==> src/hdl/fhu_pkg.sv <==
// shared types, constants and helpers of the flocking heading update unit
// no dependencies; imported by fhu_cordic_step and flocking_heading_update_unit
package fhu_pkg;

  localparam int POS_W   = 16;
  localparam int VEL_W   = 16;
  localparam int SUM_W   = 25;
  localparam int CNT_OW  = 9;
  localparam int CFG_W   = 16;
  localparam int CFG_IW  = 3;

  // shift-add datapath width, wide enough for speed times the cordic growth
  localparam int DP_W    = 34;
  localparam int ATAN_N  = 24;
  localparam int STEP_W  = 5;

  localparam int MUL_AW  = 18;
  localparam int MUL_BW  = 31;
  localparam int PROD_W  = MUL_AW + MUL_BW;

  // inverse cordic gain, 2^30 / 1.6468
  localparam logic signed [MUL_BW-1:0] GAIN_INV = 31'sd652032874;
  localparam logic signed [DP_W-1:0] QUARTER_TURN = 34'sd1073741824;
  localparam logic signed [DP_W-1:0] HALF_TURN    = 34'sd2147483648;

  localparam logic [CFG_IW-1:0] REG_RADIUS = 3'd0;
  localparam logic [CFG_IW-1:0] REG_SPEED  = 3'd1;
  localparam logic [CFG_IW-1:0] REG_GAIN   = 3'd2;
  localparam logic [CFG_IW-1:0] REG_WIDTH  = 3'd3;
  localparam logic [CFG_IW-1:0] REG_HEIGHT = 3'd4;

  typedef struct packed {
    logic              vectoring;
    logic [STEP_W-1:0] step;
  } cordic_ctl_t;

  // atan(2^-i), half turn = 2^31
  function automatic logic [31:0] atan_angle(input logic [STEP_W-1:0] i);
    case (i)
      5'd0:  atan_angle = 32'h20000000;
      5'd1:  atan_angle = 32'h12E4051E;
      5'd2:  atan_angle = 32'h09FB385B;
      5'd3:  atan_angle = 32'h051111D4;
      5'd4:  atan_angle = 32'h028B0D43;
      5'd5:  atan_angle = 32'h0145D7E1;
      5'd6:  atan_angle = 32'h00A2F61E;
      5'd7:  atan_angle = 32'h00517C55;
      5'd8:  atan_angle = 32'h0028BE53;
      5'd9:  atan_angle = 32'h00145F2F;
      5'd10: atan_angle = 32'h000A2F98;
      5'd11: atan_angle = 32'h000517CC;
      5'd12: atan_angle = 32'h00028BE6;
      5'd13: atan_angle = 32'h000145F3;
      5'd14: atan_angle = 32'h0000A2F9;
      5'd15: atan_angle = 32'h0000517C;
      5'd16: atan_angle = 32'h000028BE;
      5'd17: atan_angle = 32'h0000145F;
      5'd18: atan_angle = 32'h00000A2F;
      5'd19: atan_angle = 32'h00000517;
      5'd20: atan_angle = 32'h0000028B;
      5'd21: atan_angle = 32'h00000145;
      5'd22: atan_angle = 32'h000000A2;
      5'd23: atan_angle = 32'h00000051;
      default: atan_angle = 32'h00000000;
    endcase
  endfunction

  // round, shift down sixteen, optional negate, clamp to 16 bits
  function automatic logic signed [VEL_W-1:0] round_sat(input logic signed [DP_W-1:0] v,
                                                         input logic flip);
    logic signed [DP_W-1:0] r;
    r = (v + 34'sd32768) >>> 16;
    if (flip) r = -r;
    if (r > 34'sd32767) round_sat = 16'sh7FFF;
    else if (r < -34'sd32768) round_sat = 16'sh8000;
    else round_sat = r[VEL_W-1:0];
  endfunction

  // move one axis by a Q3.12 velocity and wrap to 0 or the bound
  function automatic logic [POS_W-1:0] move_wrap(input logic [POS_W-1:0] p,
                                                 input logic signed [VEL_W-1:0] v,
                                                 input logic [POS_W-1:0] bound);
    logic signed [16:0] vr;
    logic signed [18:0] q;
    logic signed [18:0] b;
    vr = 17'(v) + 17'sd32;
    q  = 19'(signed'({1'b0, p})) + 19'(vr >>> 6);
    b  = signed'({3'b000, bound});
    if (q > b) move_wrap = '0;
    else if (q < 19'sd0) move_wrap = bound;
    else move_wrap = q[POS_W-1:0];
  endfunction

endpackage

==> src/hdl/flocking_heading_update_unit.sv <==
// top level of the flocking heading update: distance test, velocity sums,
// atan2 and polar conversion on one shared cordic step and one shared multiplier
// depends on fhu_pkg and fhu_cordic_step
//
//  channel   dir  handshake                       content
//  s_axis    in   s_axis_tvalid / s_axis_tready   one candidate neighbour per beat
//  m_axis    out  m_axis_tvalid / m_axis_tready   one updated particle per run
//  cfg       in   cfg_we                          register index and data
//
//  a candidate that is not last passes S_DX, S_DY, S_R2 and S_ACC before the next acceptance
//  the last candidate then runs S_NOISE, S_VEC, S_HEAD, S_LROT, S_ROT, S_FIN and S_OUT, with
//  vectoring then rotation iterated CORDIC_STEPS capped at 24 times on the single cordic step unit
//  the input waits in S_OUT while the result register is still held by m_axis_tready low
//  rst clears the sequencer, the sums, the count and loads the register defaults
module flocking_heading_update_unit #(
  parameter int MAX_NEIGHBOURS = 256,
  parameter int CORDIC_STEPS   = 16
) (
  input  logic                          clk,
  input  logic                          rst,
  input  logic                          s_axis_tvalid,
  output logic                          s_axis_tready,
  // self_x, self_y, cand_x, cand_y, cand_vx, cand_vy, noise_sample
  input  logic [111:0]                  s_axis_tdata,
  input  logic                          s_axis_tlast,
  output logic                          m_axis_tvalid,
  input  logic                          m_axis_tready,
  // new_x, new_y, new_vx, new_vy, new_heading, neighbour_count, zero pad
  output logic [95:0]                   m_axis_tdata,
  input  logic                          cfg_we,
  input  logic [fhu_pkg::CFG_IW-1:0]    cfg_index,
  input  logic [fhu_pkg::CFG_W-1:0]     cfg_data
);
  import fhu_pkg::*;

  localparam int STEPS_USED = (CORDIC_STEPS > ATAN_N) ? ATAN_N : CORDIC_STEPS;
  localparam int CW  = $clog2(MAX_NEIGHBOURS + 1);
  localparam int CXW = (CW > CNT_OW) ? CW : CNT_OW;

  typedef enum logic [3:0] {
    S_IDLE, S_DX, S_DY, S_R2, S_ACC, S_NOISE, S_VEC, S_HEAD, S_LROT, S_ROT, S_FIN, S_OUT
  } state_t;

  state_t state;

  logic [POS_W-1:0]  radius;
  logic [14:0]       speed;
  logic [15:0]       gain;
  logic [POS_W-1:0]  arena_w;
  logic [POS_W-1:0]  arena_h;

  logic [POS_W-1:0]        self_x;
  logic [POS_W-1:0]        self_y;
  logic signed [16:0]      dx;
  logic signed [16:0]      dy;
  logic signed [VEL_W-1:0] cvx;
  logic signed [VEL_W-1:0] cvy;
  logic signed [15:0]      noise;
  logic                    last;

  logic signed [SUM_W-1:0] sum_vx;
  logic signed [SUM_W-1:0] sum_vy;
  logic [CW-1:0]           count;
  logic [CNT_OW-1:0]       count_out;
  logic [32:0]             d2;

  logic signed [MUL_AW-1:0] mul_a;
  logic signed [MUL_BW-1:0] mul_b;
  logic signed [PROD_W-1:0] prod;

  logic signed [DP_W-1:0] cx;
  logic signed [DP_W-1:0] cy;
  logic signed [DP_W-1:0] cz;
  logic signed [DP_W-1:0] nx;
  logic signed [DP_W-1:0] ny;
  logic signed [DP_W-1:0] nz;
  cordic_ctl_t            ctl;
  logic [STEP_W-1:0]      step;
  logic                   zero_sum;
  logic                   flip;

  logic signed [15:0]      heading;
  logic signed [VEL_W-1:0] vx;
  logic signed [VEL_W-1:0] vy;

  logic signed [SUM_W:0]   sx_add;
  logic signed [SUM_W:0]   sy_add;
  logic signed [DP_W-1:0]  sxe;
  logic signed [DP_W-1:0]  sye;
  logic [31:0]             z_round;
  logic [15:0]             head_vec;
  logic signed [DP_W-1:0]  zh;
  logic [CXW-1:0]          count_ext;

  assign s_axis_tready = (state == S_IDLE);

  assign ctl.vectoring = (state == S_VEC);
  assign ctl.step      = step;

  fhu_cordic_step u_step (
    .ctl (ctl),
    .x   (cx),
    .y   (cy),
    .z   (cz),
    .nx  (nx),
    .ny  (ny),
    .nz  (nz)
  );

  // shared multiplier operands
  always_comb begin
    mul_a = '0;
    mul_b = '0;
    case (state)
      S_DX: begin
        mul_a = MUL_AW'(dx);
        mul_b = MUL_BW'(dx);
      end
      S_DY: begin
        mul_a = MUL_AW'(dy);
        mul_b = MUL_BW'(dy);
      end
      S_R2: begin
        mul_a = {2'b00, radius};
        mul_b = {15'd0, radius};
      end
      S_NOISE: begin
        mul_a = MUL_AW'(noise);
        mul_b = {15'd0, gain};
      end
      S_HEAD: begin
        mul_a = {3'b000, speed};
        mul_b = GAIN_INV;
      end
      default: begin
        mul_a = '0;
        mul_b = '0;
      end
    endcase
  end

  assign sx_add    = (SUM_W+1)'(sum_vx) + (SUM_W+1)'(cvx);
  assign sy_add    = (SUM_W+1)'(sum_vy) + (SUM_W+1)'(cvy);
  assign sxe       = DP_W'(sum_vx);
  assign sye       = DP_W'(sum_vy);
  assign z_round   = cz[31:0] + 32'h0000_8000;
  assign head_vec  = zero_sum ? 16'd0 : z_round[31:16];
  assign zh        = {{2{heading[15]}}, heading, 16'd0};
  assign count_ext = CXW'(count);

  // configuration registers
  always_ff @(posedge clk) begin
    if (rst) begin
      radius  <= 16'd640;
      speed   <= 15'd8192;
      gain    <= 16'd7301;
      arena_w <= 16'd57600;
      arena_h <= 16'd57600;
    end else if (cfg_we) begin
      case (cfg_index)
        REG_RADIUS: radius  <= cfg_data;
        REG_SPEED:  speed   <= cfg_data[14:0];
        REG_GAIN:   gain    <= cfg_data;
        REG_WIDTH:  arena_w <= cfg_data;
        REG_HEIGHT: arena_h <= cfg_data;
        default: ;
      endcase
    end
  end

  always_ff @(posedge clk) begin
    if (rst) begin
      state         <= S_IDLE;
      m_axis_tvalid <= 1'b0;
      sum_vx        <= '0;
      sum_vy        <= '0;
      count         <= '0;
    end else begin
      if (m_axis_tvalid && m_axis_tready && state != S_OUT) m_axis_tvalid <= 1'b0;
      case (state)
        S_IDLE: begin
          if (s_axis_tvalid) begin
            self_x <= s_axis_tdata[15:0];
            self_y <= s_axis_tdata[31:16];
            dx     <= signed'({1'b0, s_axis_tdata[47:32]}) - signed'({1'b0, s_axis_tdata[15:0]});
            dy     <= signed'({1'b0, s_axis_tdata[63:48]}) - signed'({1'b0, s_axis_tdata[31:16]});
            cvx    <= s_axis_tdata[79:64];
            cvy    <= s_axis_tdata[95:80];
            noise  <= s_axis_tdata[111:96];
            last   <= s_axis_tlast;
            state  <= S_DX;
          end
        end
        S_DX: begin
          prod  <= mul_a * mul_b;
          state <= S_DY;
        end
        S_DY: begin
          d2    <= {1'b0, prod[31:0]};
          prod  <= mul_a * mul_b;
          state <= S_R2;
        end
        S_R2: begin
          d2    <= d2 + {1'b0, prod[31:0]};
          prod  <= mul_a * mul_b;
          state <= S_ACC;
        end
        S_ACC: begin
          if (d2 <= {1'b0, prod[31:0]} && count < CW'(MAX_NEIGHBOURS)) begin
            if (sx_add[SUM_W] != sx_add[SUM_W-1])
              sum_vx <= sx_add[SUM_W] ? {1'b1, {(SUM_W-1){1'b0}}} : {1'b0, {(SUM_W-1){1'b1}}};
            else
              sum_vx <= sx_add[SUM_W-1:0];
            if (sy_add[SUM_W] != sy_add[SUM_W-1])
              sum_vy <= sy_add[SUM_W] ? {1'b1, {(SUM_W-1){1'b0}}} : {1'b0, {(SUM_W-1){1'b1}}};
            else
              sum_vy <= sy_add[SUM_W-1:0];
            count <= count + 1'b1;
          end
          state <= last ? S_NOISE : S_IDLE;
        end
        S_NOISE: begin
          prod     <= mul_a * mul_b;
          zero_sum <= (sum_vx == '0) && (sum_vy == '0);
          if (sum_vx[SUM_W-1] && !sum_vy[SUM_W-1]) begin
            cx <= sye;
            cy <= -sxe;
            cz <= {2'b00, 32'h4000_0000};
          end else if (sum_vx[SUM_W-1]) begin
            cx <= -sye;
            cy <= sxe;
            cz <= {2'b00, 32'hC000_0000};
          end else begin
            cx <= sxe;
            cy <= sye;
            cz <= '0;
          end
          count_out <= (count_ext > CXW'(511)) ? 9'd511 : count_ext[CNT_OW-1:0];
          sum_vx    <= '0;
          sum_vy    <= '0;
          count     <= '0;
          step      <= '0;
          state     <= S_VEC;
        end
        S_VEC: begin
          cx   <= nx;
          cy   <= ny;
          cz   <= nz;
          step <= step + 1'b1;
          if (step == STEP_W'(STEPS_USED - 1)) state <= S_HEAD;
        end
        S_HEAD: begin
          heading <= head_vec + prod[31:16];
          prod    <= mul_a * mul_b;
          state   <= S_LROT;
        end
        S_LROT: begin
          cx <= {3'b000, prod[44:14]};
          cy <= '0;
          if (zh > QUARTER_TURN) begin
            cz   <= zh - HALF_TURN;
            flip <= 1'b1;
          end else if (zh < -QUARTER_TURN) begin
            cz   <= zh + HALF_TURN;
            flip <= 1'b1;
          end else begin
            cz   <= zh;
            flip <= 1'b0;
          end
          step  <= '0;
          state <= S_ROT;
        end
        S_ROT: begin
          cx   <= nx;
          cy   <= ny;
          cz   <= nz;
          step <= step + 1'b1;
          if (step == STEP_W'(STEPS_USED - 1)) state <= S_FIN;
        end
        S_FIN: begin
          vx    <= round_sat(cx, flip);
          vy    <= round_sat(cy, flip);
          state <= S_OUT;
        end
        S_OUT: begin
          if (!m_axis_tvalid || m_axis_tready) begin
            m_axis_tdata  <= {7'd0, count_out, heading, vy, vx,
                              move_wrap(self_y, vy, arena_h),
                              move_wrap(self_x, vx, arena_w)};
            m_axis_tvalid <= 1'b1;
            state         <= S_IDLE;
          end
        end
        default: state <= S_IDLE;
      endcase
    end
  end

endmodule

==> src/hdl/fhu_cordic_step.sv <==
// one shift-add cordic iteration, shared by vectoring (atan2) and rotation
// depends on fhu_pkg for widths, the control struct and the arctangent table
module fhu_cordic_step (
  input  fhu_pkg::cordic_ctl_t                ctl,
  input  logic signed [fhu_pkg::DP_W-1:0]     x,
  input  logic signed [fhu_pkg::DP_W-1:0]     y,
  input  logic signed [fhu_pkg::DP_W-1:0]     z,
  output logic signed [fhu_pkg::DP_W-1:0]     nx,
  output logic signed [fhu_pkg::DP_W-1:0]     ny,
  output logic signed [fhu_pkg::DP_W-1:0]     nz
);
  import fhu_pkg::*;

  logic signed [DP_W-1:0] xs;
  logic signed [DP_W-1:0] ys;
  logic signed [DP_W-1:0] a;
  logic                   dir;

  assign xs  = x >>> ctl.step;
  assign ys  = y >>> ctl.step;
  assign a   = signed'({2'b00, atan_angle(ctl.step)});
  // vectoring drives y to zero, rotation drives z to zero
  assign dir = ctl.vectoring ? ~y[DP_W-1] : ~z[DP_W-1];

  always_comb begin
    if (ctl.vectoring == dir) begin
      nx = x + ys;
      ny = y - xs;
      nz = z + a;
    end else begin
      nx = x - ys;
      ny = y + xs;
      nz = z - a;
    end
  end

endmodule
==> config.mk <==
export PLATFORM = sky130hd
export DESIGN_NAME = flocking_heading_update_unit
export DESIGN_NICKNAME = d
export VERILOG_FILES = /design/src/hdl/fhu_pkg.sv /design/src/hdl/flocking_heading_update_unit.sv /design/src/hdl/fhu_cordic_step.sv
export SDC_FILE = /design/constraint.sdc
export NUM_CORES = 2
export LEC_CHECK = 0
export ABC_AREA = 1
export BUFFER_PORTS_ARGS = -buffer_cell sky130_fd_sc_hd__buf_2
export CAP_MARGIN = 15
export CELL_PAD_IN_SITES_DETAIL_PLACEMENT = 2
export CELL_PAD_IN_SITES_GLOBAL_PLACEMENT = 2
export CORE_MARGIN = 4
export CORE_UTILIZATION = 35
export DETAILED_ROUTE_END_ITERATION = 10
export GPL_TIMING_DRIVEN = 0
export PLACE_DENSITY = 0.8
export SYNTH_ARGS = -nofsm -noshare
export SYNTH_HDL_FRONTEND = slang
export SYNTH_SLANG_ARGS = --single-unit
==> constraint.sdc <==
create_clock -name clk -period 15.45 [get_ports clk]
set_input_delay 3.09 -clock clk [delete_from_list [all_inputs] [get_ports clk]]
set_output_delay 3.09 -clock clk [all_outputs]
set_load 0.02 [all_outputs]
==> reports/results.tsv <==
metric	value	unit
clock_path_buffers	3	
maxSlewHeadroom	0.146	
period_share	0.673	
synth_edf_count	448	
timing.hold.ws	0.417	ns
initial_core_util	0.353	
utilization	0.395	
grt_overflow	0	
hold_viol_final	0	
grt_usage	0.316	
fmax	96.2	MHz
hp-start	vx[0]$_SDFFCE_PN1P_	
slew_viol_final	0	
rsz0062_at_grt	false	
fin_crit	10.40	ns
irDropWorstVdd	185	uV
die_h	438	um
crit-reg2reg-launch	state[1]$_SDFFE_PP0P_	
critPathMaxStageDelay	0.91	ns
drv_cap	0	
status	finished clean	
hold_class	flip-flop to flip-flop	
p_leak	33.4	nW
ant_nets	0	
cts_tree	built	
synthCells	8501	
cts_sinks	621	
cp-end-kind	flip-flop	
placementRows	157	
power_density	236	nW/um^2
cts_hold_buf	0	
crit_required	15.92	ns
die_w	438	um
fin_ws	5.05	ns
setup_viol	0	
dp_hpwl	255000	um
drive_above_1_share	0.0697	
finalClockSkew	0.0940	ns
root_buffer	clkbuf_16	
wl_per_cell	27.0	um
io_pins	235	
start_kind	flip-flop	
rr_worst_depth	26	
vias	63100	
pre_cts_ws	5.30	ns
grt_first_pass_wirelength	457000	um
grt_pass1_vias	70700	
clkTransAtPathRegs	0.06	ns
ys.warnings.count	0	
synth_cell_types	73	
cts-resized-gates	0	
cpMaxStageDelayCell	nor2_1	
synthFlopType	edfxtp_1	
area_growth	12.0	%
syn-cell-area	64600	um^2
core	183000	um^2
drt-total-wl	308000	um
cts_made_buffers	83	
gp_congestion	0.980	
r2r_setup_slack	5.05	ns
critPathMaxFanout	10	
worstSetupPathType	flip-flop to flip-flop	
ys_seq_area_frac	0.262	
ys_ff_latch	621	
critPathMostFrequentCell	fa_1	
avgViaCountPerCell	5.54	
grt_max_degree	34	
io_buffers	227	
clk_latency	0.78	ns
htreeDepth	3	
drt_first_pass_iters	5	
crit_arrival	10.86	ns
die-area	192000	um^2
hold_depth	0	
path_buf_inv	6	
r2r-end	prod[35]$_DFFE_PP_	
drt-initial-drc-count	4308	
nNetsFinal	9942	
cts_setup_buffers	0	
avgSynthCellArea	7.60	um^2
drc_errors	0	
worstMarginPinSlew	1.28	ns
holdPathEnd	m_axis_tdata[32]$_DFFE_PP_	
crit_family	adder cells	
fin_setup_tns	0	ns
synth_async_sr_flop_share	0	
antenna_found_initial	2	
-- Yosys cell counts, drive strengths merged (3+ instances only) --
cell type | count | area (um^2)
or2 | 25 | 156
nor2 | 740 | 2850
xor2 | 239 | 2100
nand4 | 83 | 519
o21bai | 23 | 184
o221ai | 43 | 377
inv | 1467 | 5510
o2111ai | 5 | 43.8
a21boi | 22 | 173
fa | 472 | 9450
edfxtp | 448 | 13500
o21ai | 564 | 2880
o21a | 18 | 135
o31ai | 11 | 82.6
clkinv | 11 | 41.3
ha | 466 | 5830
a21oi | 578 | 2910
nor4 | 34 | 246
a211oi | 13 | 97.6
xnor2 | 121 | 1060
nor3b | 3 | 22.5
o211ai | 43 | 323
dfxtp | 173 | 3460
a21o | 35 | 263
a31oi | 37 | 231
a22oi | 5 | 37.5
nand3 | 609 | 3100
and3 | 4 | 25.0
a221oi | 17 | 149
nand3b | 15 | 116
buf | 98 | 563
clkbuf | 156 | 586
a32o | 4 | 40.0
nor3 | 103 | 562
o22ai | 24 | 150
o211a | 4 | 40.0
a22o | 3 | 26.3
nand2 | 1768 | 6690
-- sequential cells by signal (all words and copies together), names as in the netlist, 17 cells and up --
| register | flops |
|---|---|
| d2 | 33 |
| prod | 45 |
| sum_vy | 25 |
| cy | 34 |
| dx | 17 |
| cz | 34 |
| dy | 17 |
| cx | 34 |
| u_step.a | 30 |
| m_axis_tdata | 89 |
| sum_vx | 25 |
-- worst max-delay path by stage --
stage                          start                   to  slack [ns]  depth (start not counted)
2_1_floorplan                    rst     cvx[0]$_DFFE_PP_        0.38                          2
4_1_cts        state[1]$_SDFFE_PP0P_   prod[35]$_DFFE_PP_        5.21                         30
6_report       state[1]$_SDFFE_PP0P_   prod[35]$_DFFE_PP_        5.05                         26
3_5_place_dp   state[1]$_SDFFE_PP0P_   prod[35]$_DFFE_PP_        5.30                         30
3_3_place_gp                     rst  noise[15]$_DFFE_PP_       -6.15                          3
5_1_grt        state[1]$_SDFFE_PP0P_   prod[31]$_DFFE_PP_        4.87                         26
-- cell type report --
cell class / count / area, um^2
Antenna cell: 4 / 10.0
Tap cell: 2464 / 3080
Multi-Input combinational cell: 6154 / 41100
Timing Repair Buffer: 275 / 1680
Fill cell: 21400 / 111000
Clock inverter: 37 / 509
Inverter: 1478 / 5550
Sequential cell: 621 / 16900
Buffer: 254 / 1150
Clock buffer: 119 / 2340
-- kinds of logic (layout without fill, tap and decap cells) --
group	after synthesis	in the layout	synth area share
adders and majority gates	938	938	0.236
muxes	2	2	0.000310
AOI/OAI and AO/OA	1459	1459	0.127
other	1	11	0.0000580
buffers and inverters	1732	2163	0.104
and+or+nand+nor	3388	3388	0.221
xor gates and xnor gates	360	360	0.0489
DFF	621	621	0.262
-- layout by cell type, fill, tap and decap left out, types with 17 or more instances in the layout --
cell type,count
o21a_1,18
buf_6,18
inv_1,1434
edfxtp_1,448
dfxtp_1,173
xor2_1,238
a21oi_1,573
nor4_1,26
inv_2,33
a21boi_0,19
clkbuf_1,181
o221ai_1,43
o21ai_1,39
nand2_1,1748
buf_2,272
clkinv_1,18
nor3_1,91
or2_2,24
o211ai_1,43
fa_1,472
nand4_1,83
nor2_1,715
clkbuf_16,85
a221oi_1,17
xnor2_1,121
a31oi_1,37
o21ai_0,515
o21bai_1,22
nand3_1,599
nand2_2,19
o22ai_1,24
nor2_2,21
buf_4,46
buf_1,26
ha_1,466
a21o_1,35
-- power breakdown --
part | total, mW | leakage, nW | internal [mW] | switching (mW)
combinational | 12.3 | 26.5 | 3.90 | 8.43
sequential | 2.69 | 5.53 | 2.36 | 0.330
clock | 2.06 | 1.38 | 1.17 | 0.887
total | 17.1 | 33.4 | 7.43 | 9.64
-- routing by layer --
metal	up-vias	share of wire	routed length [um]	GRT usage
li1	28400	-	-	-
met1	32300	0.40	124000	0.377
met2	1771	0.49	151000	0.553
met3	695	0.040	12400	0.0330
met4	0	0.067	20600	0.181
met5	-	0	0	0
-- stage by stage --
stage / area, um^2 / instances / total power [mW]
after floorplan: 64600 / 8507 / 10.4
after global placement: 68900 / 11200 / 14.0
after detailed placement: 69500 / 11200 / 14.9
after CTS: 72300 / 11400 / 17.1
after global routing: 72400 / 11400 / 18.6
final: 72400 / 11400 / 17.1
Note: power is estimated with default switching activity, not from simulation.
